==> src/hw/rtl/zs_pkg.sv <==
`timescale 1ns / 1ps
// ----------------------------------------------------------------------------
// zs_pkg: shared types and constants for the z-score standardiser
// Widths, request and result codes, controller states and the command and
// status groups between controller and datapath.
// ----------------------------------------------------------------------------
package zs_pkg;

    localparam int DEPTH  = 1024;
    localparam int ADDR_W = $clog2(DEPTH);
    localparam int POS_W  = ADDR_W + 1;
    localparam int IN_W   = 24;
    localparam int OUT_W  = 21;
    localparam int SUM_W  = 34;
    localparam int SQ_W   = 58;
    localparam int PSQ_W  = 2 * IN_W - 1;   // one square, at most 2^46
    localparam int VAR_W  = PSQ_W + 1;      // signed variance
    localparam int SD_W   = VAR_W / 2;      // root of the variance
    localparam int INV_W  = 32;
    localparam int DVD_W  = SQ_W;           // divider dividend and quotient
    localparam int DVS_W  = SD_W;           // divider divisor
    localparam int RND_SH = 20;

    localparam logic REQ_LOAD    = 1'b0;
    localparam logic REQ_READ    = 1'b1;
    localparam logic KIND_STATUS = 1'b0;
    localparam logic KIND_READ   = 1'b1;

    typedef enum logic [1:0] {
        DIV_MEAN = 2'd0,
        DIV_VAR  = 2'd1,
        DIV_INV  = 2'd2
    } t_div_sel;

    typedef enum logic [13:0] {
        S_IDLE   = 14'b00000000000001,
        S_LOAD   = 14'b00000000000010,
        S_ACC    = 14'b00000000000100,
        S_CHK    = 14'b00000000001000,
        S_DMEAN  = 14'b00000000010000,
        S_DVAR   = 14'b00000000100000,
        S_VCHK   = 14'b00000001000000,
        S_SQRT   = 14'b00000010000000,
        S_DINV   = 14'b00000100000000,
        S_STATUS = 14'b00001000000000,
        S_RDMEM  = 14'b00010000000000,
        S_RDMUL  = 14'b00100000000000,
        S_RDOUT  = 14'b01000000000000,
        S_SPARE  = 14'b10000000000000
    } t_state;

    typedef struct packed {
        logic     capture;
        logic     load;
        logic     accum;
        logic     div_start;
        t_div_sel div_sel;
        logic     take_mean;
        logic     take_var;
        logic     sqrt_start;
        logic     take_inv;
        logic     fail;
        logic     status_out;
        logic     rd_mem;
        logic     rd_mul;
        logic     rd_out;
    } t_cmd;

    typedef struct packed {
        logic is_read;
        logic last;
        logic few;
        logic var_pos;
        logic div_done;
        logic sqrt_done;
        logic out_free;
    } t_sts;

endpackage

==> src/hw/rtl/zs_ctrl.sv <==
`timescale 1ns / 1ps
// ----------------------------------------------------------------------------
// zs_ctrl: controller for the z-score standardiser
// Sequences loads, data set closing and reads through the datapath.
// ----------------------------------------------------------------------------
module zs_ctrl import zs_pkg::*; (
    input  logic i_clk,
    input  logic i_rst_n,
    input  logic i_valid,
    output logic o_ready,
    input  t_sts i_sts,
    output t_cmd o_cmd
);
    t_state r_state;
    t_state n_state;

    always_ff @(posedge i_clk) begin
        if (!i_rst_n) begin
            r_state <= S_IDLE;
        end else begin
            r_state <= n_state;
        end
    end

    assign o_ready = (r_state == S_IDLE);

    always_comb begin
        n_state = r_state;
        o_cmd   = '0;
        unique case (r_state)
            S_IDLE: begin
                if (i_valid) begin
                    o_cmd.capture = 1'b1;
                    n_state       = S_LOAD;
                end
            end
            S_LOAD: begin
                if (i_sts.is_read) begin
                    n_state = S_RDMEM;
                end else begin
                    o_cmd.load = 1'b1;
                    n_state    = S_ACC;
                end
            end
            S_ACC: begin
                o_cmd.accum = 1'b1;
                n_state     = i_sts.last ? S_CHK : S_IDLE;
            end
            S_CHK: begin
                if (i_sts.few) begin
                    o_cmd.fail = 1'b1;
                    n_state    = S_STATUS;
                end else begin
                    o_cmd.div_start = 1'b1;
                    o_cmd.div_sel   = DIV_MEAN;
                    n_state         = S_DMEAN;
                end
            end
            S_DMEAN: begin
                if (i_sts.div_done) begin
                    o_cmd.take_mean = 1'b1;
                    o_cmd.div_start = 1'b1;
                    o_cmd.div_sel   = DIV_VAR;
                    n_state         = S_DVAR;
                end
            end
            S_DVAR: begin
                if (i_sts.div_done) begin
                    o_cmd.take_var = 1'b1;
                    n_state        = S_VCHK;
                end
            end
            S_VCHK: begin
                if (!i_sts.var_pos) begin
                    o_cmd.fail = 1'b1;
                    n_state    = S_STATUS;
                end else begin
                    o_cmd.sqrt_start = 1'b1;
                    n_state          = S_SQRT;
                end
            end
            S_SQRT: begin
                if (i_sts.sqrt_done) begin
                    o_cmd.div_start = 1'b1;
                    o_cmd.div_sel   = DIV_INV;
                    n_state         = S_DINV;
                end
            end
            S_DINV: begin
                if (i_sts.div_done) begin
                    o_cmd.take_inv = 1'b1;
                    n_state        = S_STATUS;
                end
            end
            S_STATUS: begin
                if (i_sts.out_free) begin
                    o_cmd.status_out = 1'b1;
                    n_state          = S_IDLE;
                end
            end
            S_RDMEM: begin
                o_cmd.rd_mem = 1'b1;
                n_state      = S_RDMUL;
            end
            S_RDMUL: begin
                o_cmd.rd_mul = 1'b1;
                n_state      = S_RDOUT;
            end
            S_RDOUT: begin
                if (i_sts.out_free) begin
                    o_cmd.rd_out = 1'b1;
                    n_state      = S_IDLE;
                end
            end
            default: n_state = S_IDLE;
        endcase
    end
endmodule

==> config.mk <==
export PLATFORM = sky130hd
export DESIGN_NAME = zs_ctrl
export DESIGN_NICKNAME = d
export VERILOG_FILES = /design/src/hw/rtl/zs_pkg.sv /design/src/hw/rtl/zs_ctrl.sv
export SDC_FILE = /design/constraint.sdc
export NUM_CORES = 1
export LEC_CHECK = 0
export BUFFER_PORTS_ARGS = -buffer_cell sky130_fd_sc_hd__clkbuf_2
export CAP_MARGIN = 20
export CORE_AREA = 2 2 47 49
export CTS_BUF_LIST = sky130_fd_sc_hd__clkbuf_2
export DETAILED_ROUTE_END_ITERATION = 16
export DIE_AREA = 0 0 49 51
export PLACE_DENSITY = 0.73
export SYNTH_ARGS = -nofsm -noshare
export SYNTH_HDL_FRONTEND = slang
export SYNTH_SLANG_ARGS = --single-unit
==> constraint.sdc <==
create_clock -name i_clk -period 2.5 [get_ports i_clk]
set_input_delay 0.5 -clock i_clk [delete_from_list [all_inputs] [get_ports i_clk]]
set_output_delay 0.5 -clock i_clk [all_outputs]
set_load 0.05 [all_outputs]
* Yosys cells after proc, flatten, opt, wreduce, memory -nomap -nowiden *
Cells that the tools add are included.

cells by class
  add/subtract/negate cells = 0
  $mul = 0
  div/mod/pow operators = 0
  $lt $le $gt $ge = 0
  eq/ne operators = 19
  shift-type cells = 0
  multiplexer cells = 34
  bitwise operators = 0
  reductions and logical operators = 2

operator list
  cell                  number
  $pmux 14 s12          1
  $mux 14               6
  $mux 10               2
  $mux 1                18
  $eq 14x1->1 const B   1
  $eq 14x10->1 const B  1
  $eq 14x11->1 const B  1
  $eq 14x12->1 const B  1
  $eq 14x13->1 const B  1
  $eq 14x2->1 const B   1
  $eq 14x3->1 const B   1
  $eq 14x4->1 const B   1
  $eq 14x5->1 const B   1
  $eq 14x6->1 const B   1
  $eq 14x7->1 const B   1
  $eq 14x8->1 const B   1
  $eq 14x9->1 const B   1
  $mux 11               1
  $ne 2x2->1 const B    5
  $pmux 3 s3            1
  $mux 4                2
  $mux 3                2
  $reduce_and 6->1      1
  $ne 2x1->1 const B    1
  other kinds (2)       2

word-level totals
  register bits after elaboration = 14
  bits in latches = 0
  memory bits (writable) = 0
  memory bits (read-only) = 0
  input port bits = 10
  logic and storage cells = 56
  memories = 0

* Longest topological paths before layout *
  depth in word-level cells = 4
  gate-level depth with buffers = 8
  mapped depth without buffers = 5

* Worst setup path after synthesis *
No wires, ideal clock.

  kind = reg2out
  start = reg r_state[4]
  end = out o_cmd[14] (netlist name)
  data arrival time = 3360 ps
  path slack = -1360 ps
  cell stages (with the launch flop) = 6
  path buffers = 1
  cell sequence = dfxtp_1 -> clkbuf_1 -> nor4_1 -> nand3_1 -> nor4_1 -> and2_1

RTL lines
  element                   RTL line       RTL
  start: declaration        zs_ctrl.sv:14  t_state r_state;
  start signal: assignment  zs_ctrl.sv:21  r_state <= n_state;
  end: declaration          zs_ctrl.sv:12  output t_cmd o_cmd

==> out/metrics.yaml <==
hp-start: "i_sts[5]"
p_per_area_nw_per_um2: 366
vdd_ir_drop_max_uv: 512
cts_root_buf: "clkbuf_2"
whs_path_depth: 2
grt_pass1_vias: 1172
cts_made_buffers: 3
grt_pass1_wl_um: 5510
netlist_area_um2: 935
async_flop_share_pct: 0
reg2reg_slack_ps: 70
start_kind: "register"
dp.cells: 183
cts_max_level: 1
worst_slack_ps: -195
vias_per_cell: 6.23
post-synth-top-area-cell: "dfxtp_1"
pre_cts_ws_ps: -47.7
drv_slew: 0
rr_endpoint: "r_state[3]"
rsz0062_at_grt: "true"
grt-ovfl-total: 0
synth_edf_count: 0
post-route-min-period_ps: 2690
syn_area_per_cell_um2: 8.06
die-area_um2: 2500
antenna_found_initial: 0
num-fill-cells: 121
r2r_cells: 7
synth_nets: 126
hold_violations: 0
drtPass1Iterations: 4
via_count: 1233
crit_type: "reg2out"
setup_violations: 10
finalCritPeriodShare_pct: 108
maxCapViolations: 0
cts_tree: "yes"
ys_seq_elements: 13
cts.sinks: 13
placed_area_um2: 1320
final_cell_mix: "buf_4 (34), clkbuf_2 (12), nor3_1 (7), buf_6 (7), dfxtp_1 (7)"
power_uw: 637
final_common_cell: "buf_4"
p_leak_nw: 0.773
layout-drive-gt1-share_pct: 63.5
top_register: "r_state"
grtUsageTotal_pct: 29.3
rows: 17
min_path_type: "in2reg"
grt_max_degree: 14
ios: 26
ys_seq_area_share_pct: 27.8
routed_wl_um: 3950
final_area_um2: 1740
synth_flop_cell: "dfxtp_1"
detail-route-antenna-nets: 0
fin_skew_ps: 5.26
whs_ps: 452
core_area_um2: 2060
area_growth_pct: 86.3
dieWidth_um: 49
drc: 0
tightest_slew_ps: 628
top_regs: "r_state: 13 flops"
largest_reg_flops: 13
hold-path-endpoint: "r_state[3]"
final_cell_count_no_fill: 198
slew_headroom_pct: 57.7
required_ps: 2000
synth_cell_type_count: 41
critical_path_arrival_ps: 2190
hold_buffers: 0
synth_top_area_share_pct: 27.8
critPathMaxFanout: 3
clk_pin_slew_worst_paths_ps: 160
timing.rr.start: "r_state[0]"
fin_nets: 181
routedWlPerCell_um: 19.9
violations: "setup timing"
final_util_pct: 84.4
cts.path.max_buffers: 2
cp-end-kind: "primary output"
fmax_mhz: 371
gp_congestion: 0.838
worstSkewPairLatency_ps: 300
io_buffers: 25
yosysWarnings: 0
drt_iter0_drc: 59
netlist_instances: 116
die_h_um: 51
n_antenna_cell: 0
start_util_pct: 45.3
status: "finished, violations left"
synthTopCellsByArea: "dfxtp_1 (28%), nor3_1 (4.8%), nor4b_1 (4.7%)"
dpl.hpwl_um: 2210
final.setup.tns_ps: -1180
==> kinds of logic (layout without fill, tap and decap cells) <==
logic type,after synthesis,after routing,share of synthesized area (%)
simple gates,63,63,43.6
compound gates,22,22,18.3
buf+inv,14,68,6.42
flops,13,13,27.8
xor+xnor,4,4,3.75
==> critical path: stages, from the launching register on <==
cell        delay [ps]
dfxtp_1            350
or4_4              570
nor3_4             170
nand3_2            110
or3b_4             430
clkinvlp_4         100
clkbuf_8           170
==> synth_stat cells, drive strengths merged, types with 2 or more instances <==
cell type / count
nor4: 6
nor3b: 5
o311ai: 2
nor2: 5
dfxtp: 13
a21boi: 6
inv: 4
o21ai: 6
nand2: 2
or3: 2
o21a: 2
o211ai: 2
buf: 4
or3b: 2
nand3: 5
and3: 5
nand4: 3
and2: 3
nor4b: 5
clkbuf: 6
or4: 4
xor2: 2
or4b: 2
xnor2: 2
nor3: 9
==> layout make-up <==
| type | count | area [µm²] | share of cell area [%] |
|---|---|---|---|
| clock buffer | 3 | 15.0 | 0.862 |
| clock inverter | 1 | 5.00 | 0.287 |
| inverter | 4 | 18.8 | 1.08 |
| multi-input combinational | 89 | 862 | 49.5 |
| sequential | 13 | 270 | 15.5 |
| tap | 28 | 35.0 | 2.01 |
| timing repair buffer | 60 | 536 | 30.7 |
==> worst max-delay path by stage <==
| stage | slack [ps] | start | cells after the start | end |
|---|---|---|---|---|
| CTS | -130 | r_state[12] | 6 | o_cmd[8] |
| floorplan | -300 | r_state[4] | 5 | o_cmd[14] |
| global placement | -3 | r_state[12] | 6 | o_cmd[8] |
| global route | -250 | r_state[12] | 6 | o_cmd[8] |
| finish | -190 | r_state[12] | 6 | o_cmd[8] |
| detailed placement | -50 | r_state[12] | 6 | o_cmd[8] |
==> routing by layer <==
metal | wire length (µm) | part of all wire [%] | global-route usage [%]
met5 | 0 | 0 | 0
met4 | 183 | 4.6 | 18.6
met3 | 283 | 7.2 | 4.39
met2 | 1970 | 50 | 53.2
met1 | 1510 | 38 | 32.1
==> where the power goes <==
part           switching [mW]  internal [mW]
clock network          0.0848         0.0362
logic                   0.165          0.131
registers             0.00561          0.215
==> repair_timing <==
item                                    CTS  global route
setup buffers                             3             9
pin swaps                                 9            11
resized for setup                        45            40
endpoints found under the setup margin   16            17
Power figures use the tool's default switching activity.
